<file path="src/rtl/olde_free_cell.sv">
`timescale 1ns / 1ps
// ============================================================================
// olde_free_cell
// One stage of the free-slot stack; shifts toward the top on a pop and away
// from it on a push.
// ============================================================================
module olde_free_cell #(
   parameter int IW   = 6,
   parameter int INIT = 0
) (
   input  logic          clock,
   input  logic          reset,
   input  logic          push,
   input  logic          pop,
   input  logic [IW-1:0] left_slot,
   input  logic [IW-1:0] right_slot,
   output logic [IW-1:0] slot
);

   logic [IW-1:0] slot_ff;
   logic [IW-1:0] slot_in;

   always_comb begin
      slot_in = slot_ff;
      if (push) begin
         slot_in = left_slot;
      end else if (pop) begin
         slot_in = right_slot;
      end
   end

   always_ff @(posedge clock) begin
      if (reset) begin
         slot_ff <= IW'(INIT);
      end else begin
         slot_ff <= slot_in;
      end
   end

   assign slot = slot_ff;

endmodule
</file>
<file path="config.mk">
export PLATFORM = sky130hd
export DESIGN_NAME = olde_free_cell
export DESIGN_NICKNAME = d
export VERILOG_FILES = /design/src/rtl/olde_free_cell.sv
export SDC_FILE = /design/constraint.sdc
export NUM_CORES = 1
export LEC_CHECK = 0
export BUFFER_PORTS_ARGS = -buffer_cell sky130_fd_sc_hd__buf_2
export CORE_AREA = 2 2 39 41
export CTS_CLUSTER_SIZE = 8
export DETAILED_ROUTE_END_ITERATION = 6
export DIE_AREA = 0 0 41 43
export GPL_TIMING_DRIVEN = 0
export PLACE_DENSITY = 0.55
export SLEW_MARGIN = 40
export SYNTH_ARGS = -nofsm -noshare
export SYNTH_HDL_FRONTEND = slang
export SYNTH_SLANG_ARGS = --single-unit
export TNS_END_PERCENT = 30
</file>
<file path="constraint.sdc">
create_clock -name clock -period 0.8 [get_ports clock]
set_input_delay 0.24 -clock clock [delete_from_list [all_inputs] [get_ports clock]]
set_output_delay 0.24 -clock clock [all_outputs]
set_load 0.01 [all_outputs]
</file>
# Word level (Yosys, flattened, before mapping)
# Index checks and enable logic that the tools add are counted.
[word_totals]
memories = 0
wordCells = 4
mem_bits_ro = 0
latch_bits = 0
output_inout_bits = 6
ramBits = 0
inputBits = 16
ff_bits = 6
[op_classes]
muxes = 2
multipliers = 0
n_bitwise = 0
addsub = 0
shifts = 0
n_lt_le_gt_ge = 0
n_div = 0
n_eq_ne = 0
reduce_logical = 1
[ops]
columns = ["cell", "n"]
rows = [
  ["$mux 6", 2],
  ["$reduce_bool 2->1", 1],
]

# Longest topological paths before layout
[depth]
word_depth = 2
mapped_depth = 3
ltp_nobuf = 2

# Worst setup path after synthesis
# No wires, ideal clock.
[synth_path]
kind = "input port to flip-flop"
start = "input port pop"
end = "register slot_ff[0] (netlist: slot[0])"
slack_ns = 0.055
n_path_buf = 1
arrival_ns = 0.659
required_time_ns = 0.714
setup_ns = 0.086
cell_stages = 3
cell_sequence = "buf_6 -> mux2i_1 -> a211oi_1"
[synth_via]
elab_chain_len = 1
[synth_rtl]
columns = ["element", "line_no", "source"]
rows = [
  ["start, declared", "14", "input logic pop,"],
  ["$reduce_bool 2->1 (no line)", "n/a", ""],
  ["end signal, assigned", "34", "slot_ff <= IW'(INIT);"],
  ["end signal, assigned", "36", "slot_ff <= slot_in;"],
  ["end, declared", "20", "logic [IW-1:0] slot_ff;"],
]
# No other way between the ends.
# A chain may end at the register's enable or synchronous reset.

# Worst setup path after layout
[layout_path]
start = "register slot_ff[3] (netlist: slot[3])"
end = "output port slot[3]"
[layout_lines]
columns = ["element", "line_no", "source"]
rows = [
  ["end, declared", "17", "output logic [IW-1:0] slot"],
]
# No word-level cell between the ends.

==> impl_results.md <==
* Average cell area after synthesis at between 10 and 15 sq um
* Global Route Usage Sum at slightly above 10%
* Setup crit start kind: flip-flop
* Switch share at 23.4%
* Net load switching power at between 0.15 and 0.2 mW
* Number of antenna cells inserted at 0
* Global-route wire length before repair at between 1000 and 1500 microns
* Worst-case headroom to the max-slew limit at between 80 and 90%
* Cell area after placement at 398 sq um
* DIE AREA at ~0.0018 sq mm
* Post-route DRC at 0
* Warnings, synthesis at 0
* Actual transition at the worst max-transition pin at around 0.21 ns
* Vias in the first global route at between 200 and 300
* Number of fillers in the final layout at 155
* CTS H-Tree Depth at 1
* Post-synthesis sequential area ratio at a little over two fifths
* Clock period minus worst slack at 0.911 ns
* Final count of hold timing violations at 0
* Final global-route overflow total at 0
* Post-route clock skew at 0 ns
* Number of buffers created by CTS at 3
* Number of maximum-capacitance constraint violations at 0
* Clock sinks at 6
* Util after Layout at between 30% and 40%
* Internal power summed over all cells at ~0.60 mW
* Number of buffers on the longest clock path at 2
* Area of all placed cells without fillers at 470 sq um
* X dimension of the die at roughly 40 microns
* Count of antenna-violating nets left after detailed routing at 0
* Max stage delay cell, worst path: sky130_fd_sc_hd__dfxtp_2
* Worst hold-check path type: in -> reg
* Number of library cell types mapped by synthesis at 6
* Hold buffer count at cts at 0
* Count of pins over their slew limit at 0
* Status: complete, but fails checks
* Pre-CTS setup slack at between 0.006 and 0.007 ns
* Post-Synthesis Cells at 26
* Via/cell ratio at roughly 4.3
* Max stage delay on crit path at 0.32 ns
* IR drop worst, VDD at roughly 440 uV
* CTS tree: yes
* Share of total power in combinational logic at approximately a fifth
* Tot Pwr at between 0.7 and 0.8 mW
* Final GP Congestion at 0.693
* Clock Tree Root: sky130_fd_sc_hd__clkbuf_4
* Kind of capture point of the worst setup path: output port
* CP delay by family, top: flip-flops
* Max Fanout on Critical Path at 2
* Flops & latches, synth at 6
* Count of input and output buffers at 20
* Unrepaired setup endpoints after global routing: yes
* I/O pin count at 22
* Post-CTS setup-driven buffer insertion count at 0
* Worst setup slack after layout at -0.111 ns
* Number of buffers and inverters on the critical path at 1
* Clock transition at the registers of the reported paths at around 0.040 ns
* Placeable core area at around 0.0014 sq mm
* 1st-iter DRT viols at 0
* Detailed-route via count at around 280
* Aggregate routed wire length at between 700 and 800 microns
* Share of power burned in the clock network at between 30% and 40%
* Arrival time worst endpoint at ~0.67 ns
* Number of flip-flops under the largest register name at 6
* Number of antenna violations at the first check in global routing at 0
* Top cell type's share of synthesized area at 43.2%
* Leading cell types by total area after synthesis: sky130_fd_sc_hd__dfxtp_1, sky130_fd_sc_hd__mux2i_1, sky130_fd_sc_hd__a211oi_1, sky130_fd_sc_hd__nor2b_1, sky130_fd_sc_hd__buf_6
* Share of post-route cells with drive strength above 1 at between 60% and 70%
* Area growth from synthesis to layout at 69.4%
* Detailed-route wire length per cell at 10.8 microns
* Synthesized net count at 42
* Final Cycle Share at 114%
* Cell type with the highest aggregate area in the netlist: sky130_fd_sc_hd__dfxtp_1
* Power density over cell area at around 1700 mW/mm^2
* Critical path type: reg -> out
* Later-pin clock latency in the skew report at 0.23 ns
* Syn Std Cell Area at 278 sq um
* Final Net Count at 67
* Portion of total power attributed to sequential cells at a little over two fifths
* Vertical die dimension at between 40 and 50 microns
* Total number of placement rows at 14
* Post-Route Hold Slack at between 0.2 and 0.25 ns
* Cell breakdown of the critical path: buf_6
* Violated checks: setup timing
* DR pass1 iterations at 1
* Final setup violating endpoints at 6
* Maximum number of pins on one net before global-route repair at 8
* Static Leak at between 0.2 and 0.25 nW
* Initial standard-cell utilization of the core at between 20% and 30%
* Required @ worst endpoint at about 0.56 ns
* Maximum clock frequency at 1100 MHz
## metrics by stage
step           TNS [ns]  cells
5_1_grt          -0.848     65
2_1_floorplan         0     26
3_5_place_dp          0     62
4_1_cts          -0.675     65
6_report         -0.639     65
3_3_place_gp   -0.00394     62
## cell families (layout without fill, tap and decap cells)
kind of cell	Yosys count	in the layout	synth area share [%]
AO/OA/AOI/OAI	6	6	16.2
multiplexers	6	6	21.6
flip-flops	6	6	43.2
AND/OR/NAND/NOR	6	6	13.5
buffers and inverters	2	25	5.40
## layer usage
metal / routed length [microns] / track usage, % / up-vias / share of wire [%]
li1: - / - / 141 / -
met1: 258 / 11.7 / 133 / 37
met2: 419 / 14.4 / 3 / 59
met3: 10 / 3.14 / 2 / 1.4
met4: 17 / 10.0 / 0 / 2.4
met5: 0 / 0 / - / 0
## area by class of cell
class / count / area, sq um / share of cell area, %
Timing Repair Buffer: 20 / 138 / 29.3
Sequential cell: 6 / 128 / 27.1
Buffer: 1 / 11.3 / 2.39
Tap cell: 16 / 20.0 / 4.26
Multi-Input combinational cell: 18 / 148 / 31.4
Inverter: 1 / 3.75 / 0.798
Clock buffer: 3 / 22.5 / 4.79
## cells in the mapped netlist (all sizes together)
master	instances
inv	1
buf	1
dfxtp	6
a211oi	6
mux2i	6
nor2b	6
## worst register-to-register path, cell delays in order, from the launching register on
cell                       delay (ns)
sky130_fd_sc_hd__dfxtp_2         0.34
sky130_fd_sc_hd__mux2i_1         0.07
sky130_fd_sc_hd__a211oi_1        0.21
## worst paths after layout
| check | from | to | slack [ns] | cells after the start |
|---|---|---|---|---|
| hold reg to reg | slot[2] | slot[2] | 0.56 | 2 |
| setup reg to reg | slot[3] | slot[3] | 0.09 | 2 |
| setup / recovery | slot[3] | slot[3] | -0.11 | 1 |
| hold / removal | reset | slot[0] | 0.25 | 2 |
## cells in the final DEF, fill, tap and decap left out
cell type                   n
sky130_fd_sc_hd__dfxtp_2    6
sky130_fd_sc_hd__inv_1      1
sky130_fd_sc_hd__mux2i_1    6
sky130_fd_sc_hd__a211oi_2   1
sky130_fd_sc_hd__a211oi_1   5
sky130_fd_sc_hd__nor2b_1    6
sky130_fd_sc_hd__buf_2     14
sky130_fd_sc_hd__buf_6      7
sky130_fd_sc_hd__clkbuf_4   3
## power by group through the flow
stage / clock [mW] / combinational [mW] / sequential, mW
5_1_grt: 0.320 / 0.182 / 0.345
4_1_cts: 0.280 / 0.166 / 0.344
3_5_place_dp: 0 / 0.139 / 0.339
6_report: 0.270 / 0.167 / 0.344
2_1_floorplan: 0 / 0.0575 / 0.350
3_3_place_gp: 0 / 0.140 / 0.339
## what timing repair did
action,4_1_cts,5_1_grt
gates resized for setup,12,1
endpoints found under the setup margin,6,7
cloned,0,0
Note: power is estimated with default switching activity, not from simulation.
