`config.mk`:
```
export PLATFORM = sky130hd
export DESIGN_NAME = olde_slot_cell
export DESIGN_NICKNAME = d
export VERILOG_FILES = /design/src/rtl/olde_pkg.sv /design/src/rtl/olde_slot_cell.sv
export SDC_FILE = /design/constraint.sdc
export NUM_CORES = 1
export LEC_CHECK = 0
export BUFFER_PORTS_ARGS = -buffer_cell sky130_fd_sc_hd__buf_2
export CORE_MARGIN = 5
export CORE_UTILIZATION = 40
export CTS_BUF_LIST = sky130_fd_sc_hd__clkbuf_2 sky130_fd_sc_hd__clkbuf_4 sky130_fd_sc_hd__clkbuf_8
export DETAILED_ROUTE_END_ITERATION = 12
export PLACE_DENSITY = 0.79
export SLEW_MARGIN = 15
export SYNTH_ARGS = -nofsm -noshare
export SYNTH_HDL_FRONTEND = slang
export SYNTH_SLANG_ARGS = --single-unit
```
`constraint.sdc`:
```
create_clock -name clock -period 6.1 [get_ports clock]
set_input_delay 0.61 -clock clock [delete_from_list [all_inputs] [get_ports clock]]
set_output_delay 0.61 -clock clock [all_outputs]
set_load 0.01 [all_outputs]
```
`src/rtl/olde_pkg.sv`:
```
`timescale 1ns / 1ps
// ============================================================================
// olde_pkg
// Shared constants and types of the ordered list deque engine.
// ============================================================================
package olde_pkg;

   // Default sizes handed to the top level parameters.
   localparam int SLOTS_DEF      = 64;
   localparam int VALUE_BITS_DEF = 32;

   // Request codes. Codes above the count request behave like it.
   localparam logic [3:0] REQ_INS_HEAD  = 4'd0;
   localparam logic [3:0] REQ_INS_TAIL  = 4'd1;
   localparam logic [3:0] REQ_PEEK_HEAD = 4'd2;
   localparam logic [3:0] REQ_PEEK_TAIL = 4'd3;
   localparam logic [3:0] REQ_POP_HEAD  = 4'd4;
   localparam logic [3:0] REQ_POP_TAIL  = 4'd5;
   localparam logic [3:0] REQ_MOVE_TAIL = 4'd6;
   localparam logic [3:0] REQ_REMOVE    = 4'd7;
   localparam logic [3:0] REQ_COUNT     = 4'd8;

   // Response status codes.
   localparam logic [1:0] STS_OK         = 2'd0;
   localparam logic [1:0] STS_EMPTY      = 2'd1;
   localparam logic [1:0] STS_FULL       = 2'd2;
   localparam logic [1:0] STS_BAD_HANDLE = 2'd3;

   typedef enum logic [1:0] {
      FSM_IDLE = 2'b01,
      FSM_EXEC = 2'b10
   } fsm_type;

   // Write strobes broadcast to every slot cell during the write-back cycle.
   typedef struct packed {
      logic wr_value;   // store the request value in the target slot
      logic set_used;   // mark the target slot in use
      logic clr_used;   // mark the target slot free
      logic wr_self;    // load both links of the target slot
      logic nx_a_en;    // next-link write, lowest priority
      logic nx_b_en;    // next-link write, above nx_a
      logic pv_a_en;    // prev-link write, below the self write
   } cell_cmd_type;

endpackage

```
`src/rtl/olde_slot_cell.sv`:
```
`timescale 1ns / 1ps
// ============================================================================
// olde_slot_cell
// One list slot: stored value, next and prev links, and the in-use flag.
// ============================================================================
module olde_slot_cell #(
   parameter int IW    = 6,
   parameter int LW    = 7,
   parameter int VW    = 32,
   parameter int INDEX = 0
) (
   input  logic                  clock,
   input  logic                  reset,
   input  olde_pkg::cell_cmd_type cmd,
   input  logic [IW-1:0]         tgt_idx,
   input  logic [VW-1:0]         wr_value,
   input  logic [LW-1:0]         self_next,
   input  logic [LW-1:0]         self_prev,
   input  logic [IW-1:0]         nx_a_idx,
   input  logic [LW-1:0]         nx_a_data,
   input  logic [IW-1:0]         nx_b_idx,
   input  logic [LW-1:0]         nx_b_data,
   input  logic [IW-1:0]         pv_a_idx,
   input  logic [LW-1:0]         pv_a_data,
   input  logic [IW-1:0]         sel_idx,
   output logic                  rd_used,
   output logic [VW-1:0]         rd_value,
   output logic [LW-1:0]         rd_next,
   output logic [LW-1:0]         rd_prev
);

   localparam logic [IW-1:0] MY_IDX = IW'(INDEX);

   logic          used_ff;
   logic          used_in;
   logic [VW-1:0] value_ff;
   logic [VW-1:0] value_in;
   logic [LW-1:0] next_ff;
   logic [LW-1:0] next_in;
   logic [LW-1:0] prev_ff;
   logic [LW-1:0] prev_in;
   logic          is_tgt;
   logic          is_sel;

   assign is_tgt = (tgt_idx == MY_IDX);
   assign is_sel = (sel_idx == MY_IDX);

   always_comb begin
      used_in  = used_ff;
      value_in = value_ff;
      next_in  = next_ff;
      prev_in  = prev_ff;
      if (is_tgt && cmd.set_used) begin
         used_in = 1'b1;
      end else if (is_tgt && cmd.clr_used) begin
         used_in = 1'b0;
      end
      if (is_tgt && cmd.wr_value) begin
         value_in = wr_value;
      end
      // Later steps of an update win when two writes land on the same link.
      if (is_tgt && cmd.wr_self) begin
         next_in = self_next;
      end else if (cmd.nx_b_en && (nx_b_idx == MY_IDX)) begin
         next_in = nx_b_data;
      end else if (cmd.nx_a_en && (nx_a_idx == MY_IDX)) begin
         next_in = nx_a_data;
      end
      if (is_tgt && cmd.wr_self) begin
         prev_in = self_prev;
      end else if (cmd.pv_a_en && (pv_a_idx == MY_IDX)) begin
         prev_in = pv_a_data;
      end
   end

   always_ff @(posedge clock) begin
      if (reset) begin
         used_ff <= 1'b0;
      end else begin
         used_ff <= used_in;
      end
   end

   always_ff @(posedge clock) begin
      value_ff <= value_in;
      next_ff  <= next_in;
      prev_ff  <= prev_in;
   end

   // Unselected cells drive zero so the row can be OR-combined.
   assign rd_used  = is_sel & used_ff;
   assign rd_value = is_sel ? value_ff : '0;
   assign rd_next  = is_sel ? next_ff : '0;
   assign rd_prev  = is_sel ? prev_ff : '0;

endmodule

```
* Word-level counts from Yosys, hierarchy flattened *
Index checks and enable logic that the tools add are counted.

word-level totals
  bits in registers = 47
  bits of input ports = 106
  output and inout port bits = 47
  word-level logic and storage cells = 30

cells by class
  muxes and demuxes = 10
  bitwise logic cells = 1
  reductions and logical operators = 15

operator list
  operator           number
  $mux 7             7
  $mux 32            1
  $logic_not 6->1    5
  $logic_and 1x1->1  7
  $reduce_bool 2->1  2
  $reduce_bool 3->1  1
  $mux 1             2
  $and 1x1->1        1

* Longest topological paths before layout *
  word-level depth = 5
  gate-level depth with buffers = 6
  mapped depth without buffers = 3

* Worst setup path after synthesis *
No wires, ideal clock.

  kind = input -> register
  start = in tgt_idx[1]
  end = reg value_ff[0], enable pin
  library setup time = 514 ps
  data arrival time = 4694 ps
  data required time = 5586 ps
  path slack = 892 ps
  stages on the path = 3
  buffers on the path = 1
  path through = or4_4 -> buf_6 -> nor4b_1

between the ends
  word-level cells in the longest chain between the ends = 2

ends and longest elaborated chain
  item                  line                  source
  from (decl)           olde_slot_cell.sv:15  input logic [IW-1:0] tgt_idx,
  $logic_not 6->1       olde_slot_cell.sv:45  assign is_tgt = (tgt_idx == MY_IDX);
  $logic_and 1x1->1     olde_slot_cell.sv:58  if (is_tgt && cmd.wr_value) begin
  to (signal assigned)  olde_slot_cell.sv:85  value_ff <= value_in;
  to (decl)             olde_slot_cell.sv:36  logic [VW-1:0] value_ff;

No other way between the ends.
A chain may end at the register's enable or synchronous reset.

* Final worst setup path *
  start = in sel_idx[3]
  end = out rd_next[2]

between the ends
  word-level cells in the longest chain between the ends = 2

ends and longest elaborated chain
  item             line                  source
  from (decl)      olde_slot_cell.sv:25  input logic [IW-1:0] sel_idx,
  $logic_not 6->1  olde_slot_cell.sv:46  assign is_sel = (sel_idx == MY_IDX);
  $mux 7           olde_slot_cell.sv:93  assign rd_next = is_sel ? next_ff : '0;
  to (decl)        olde_slot_cell.sv:28  output logic [LW-1:0] rd_next,

No other way between the ends.

==> results.md <==
* CTS Buffer Depth at 2
* Max cap viols at 0
* Die W at 83.2 um
* Ant. Diodes at 0
* R2R Setup Slk at 5.51 ns
* Routed Antenna Nets at 0
* Seq/Total Area, Yosys at 65.4%
* CTS root buffer: clkbuf_8
* Die area at between 6000 and 7000 um^2
* H-tree level count at 2
* Post-synth top area cell: edfxtp_1
* Synthesized area per cell at between 10 and 15 um^2
* CP max FO at between 40 and 50
* Tcrit/Tclk final at ~43%
* Fill cell count at between 400 and 500
* Placer Congestion at 0.785
* Initial antenna violation count at 0
* Worst path most repeated cell: buf_2
* Post-CTS Resized at 0
* TritonCTS clock tree: done
* TritonCTS buffer count at 5
* Crit-path cells: buf_2, or4_1, nor3_2, buf_4, and2_1, buf_2
* Synth top area share at around 64%
* R2r worst-path depth at 2
* Hold Path Origin: reset
* Wire per inst at ~14 um
* # port buffers at approximately 150
* DR iter-0 viols at 40
* # DRC at 0
* Clock sinks at 47
* Place WS at about 3.4 ns
* Flops & latches, synth at 47
* Largest net degree at the start of global routing at 48
* Fmax at 377 MHz
* Vias in the first global route at between 2000 and 2500
* Slowest CP cell: or4_1
* Crit path kind: input port to primary output
* Post-CTS setup buffers at 0
* Final TNS setup at 0 ns
* Clock power share at between 30% and 40%
* Gr usage total at ~16%
* Most frequent cells in the layout: 152 x buf_2, 47 x and2_1, 46 x edfxtp_1
* Hold depth at 2
* Power per standard cell area at 218 nW/um^2
* Combinational share of power at 7.4%
* CP top delay family: simple AND/OR/NAND/NOR gates
* Commonest non-fill, non-tap cell in the layout: buf_2
* RSZ-0062 raised after global routing: no
* Grt total ovfl at 0
* DR vias at between 1500 and 2000
* First-pass GRT wire length at 8.85 mm
* Critical Path Sink Type: primary output
* Endpoint of the worst hold path: used_ff
* Clock skew at 0 ns
* Synth cell types at 28
* Critical register-to-register path startpoint: used_ff
* Tmin final at between 2 and 3 ns
* Core Rows at 26
* Core Region at 5140 um^2
* Nets@finish at 417
* CP Launch Type: input port
* Required @ worst endpoint at ~5.5 ns
* P&R area growth vs syn at 44.5%
* Worst vdd ir at between 100 and 150 uV
* Max-slew headroom at about two fifths
* Pins over their slew limit at 0
* Crit path DAT at ~2 ns
* Chip Height at 83.2 um
* Worst-Margin Slew at approximately 0.90 ns
* Outcome: complete, no violations
* DPL Wire Length at approximately 4.5 mm
* Hold Crit Class: input port to flop
* Post-cts hold buffer count at 0
* Via-to-Cell Ratio at approximately 4.8
* 1st-pass router iterations at 4
* CP Buf/Inv Count at 3
* Lkg Pwr at between 1 and 1.5 nW
* YS warnings at 0
* Final hold violation count at 0
* Clk slew on worst S/H paths at 0.09 ns
* Post-Syn Area at between 2000 and 2500 um^2
* FF-to-FF End: used_ff
* Final setup fails at 0
* Int Pwr at ~0.55 mW
* Drt total wl at ~5.5 mm
* Main area contributors after synthesis: edfxtp_1 64%, and2_1 14%, mux2_2 3.2%
* I/O Pins at 153
* Power share of the sequential group at 53.1%
* Initial Util at between 40% and 50%
* Sw Ratio at a little under a fifth
* Latest clock arrival within the worst-skew pair at around 0.29 ns
* Mapped Cells at 160
* Final worst setup slack at approximately 3.4 ns
* Switching power of the nets at 0.123 mW
* Maximum single-stage delay on the critical path at ~0.54 ns
* Layout cells sized above 1 at 56.1%
* Syn_nets at approximately 270
==> flip-flops by register name, summed over array words and instances (netlist names) <==
name and cells:
value_ff 32, next_ff 7, prev_ff 7, used_ff 1
==> cell families (layout without fill, tap and decap cells) <==
logic type / Yosys count / count (layout) / synth area share, %
simple gates: 76 / 76 / 22.4
flops: 47 / 47 / 65.4
compound gates: 18 / 18 / 5.08
buf+inv: 12 / 164 / 3.27
mux: 7 / 7 / 3.85
==> how the worst max path moves through the flow <==
stage | cells after the start | end | startpoint | slack, ns
final | 6 | rd_next[2] | sel_idx[3] | 3.45
after CTS | 6 | rd_next[2] | sel_idx[3] | 3.44
after detailed placement | 6 | rd_next[5] | sel_idx[3] | 3.44
after global placement | 6 | rd_next[5] | sel_idx[3] | 3.47
after floorplan | 3 | value_ff[0] | tgt_idx[1] | 0.89
after global routing | 6 | rd_next[4] | sel_idx[3] | 3.36
==> Yosys cell counts (all sizes together) <==
master and instances:
or3b 2, nor3b 1, edfxtp 46, clkbuf 5
o21ai 7, dfxtp 1, or4 3, inv 1
o41ai 2, a31oi 7, a21oi 1, nand2 1
nor3 9, nor4 1, o211ai 1, nand3 7
buf 6, mux2 7, or4b 2, and2 47
or2 1, nor4b 2
==> power by group through the flow <==
stage,combinational (mW),clock (mW),sequential [mW]
global route,0.0554,0.287,0.358
finish,0.0500,0.266,0.358
CTS,0.0506,0.272,0.358
detailed placement,0.0504,0,0.365
floorplan,0.0135,0,0.365
global placement,0.0483,0,0.365
==> layout make-up <==
type                            instances  area [um^2]  share of cell area, %
Multi-Input combinational cell        101          682                   22.0
Clock inverter                          3         67.6                   2.18
Inverter                                1         3.75                  0.121
Clock buffer                            5         68.8                   2.22
Timing Repair Buffer                  155          783                   25.3
Tap cell                               70         87.6                   2.83
Sequential cell                        47         1400                   45.3
==> through the flow <==
| step | util, % | total power [mW] | instance area (um^2) | hold slack (ns) | instances |
|---|---|---|---|---|---|
| finish | 60.2 | 0.674 | 3090 | 0.459 | 382 |
| global route | 60.2 | 0.700 | 3090 | 0.440 | 382 |
| CTS | 60.2 | 0.681 | 3090 | 0.453 | 382 |
| detailed placement | 57.5 | 0.416 | 2960 | 0.444 | 374 |
| global placement | 57.5 | 0.413 | 2960 | 0.445 | 374 |
| floorplan | - | 0.379 | 2140 | 0.427 | 160 |
==> layer usage <==
layer  GRT usage, %  wire, um  up-vias
li1               -         -      890
met1           17.3      1990      805
met2           28.4      2820      114
met3           4.36       545       11
met4           6.09       137        0
met5              0         0        -
Power figures use the tool's default switching activity.
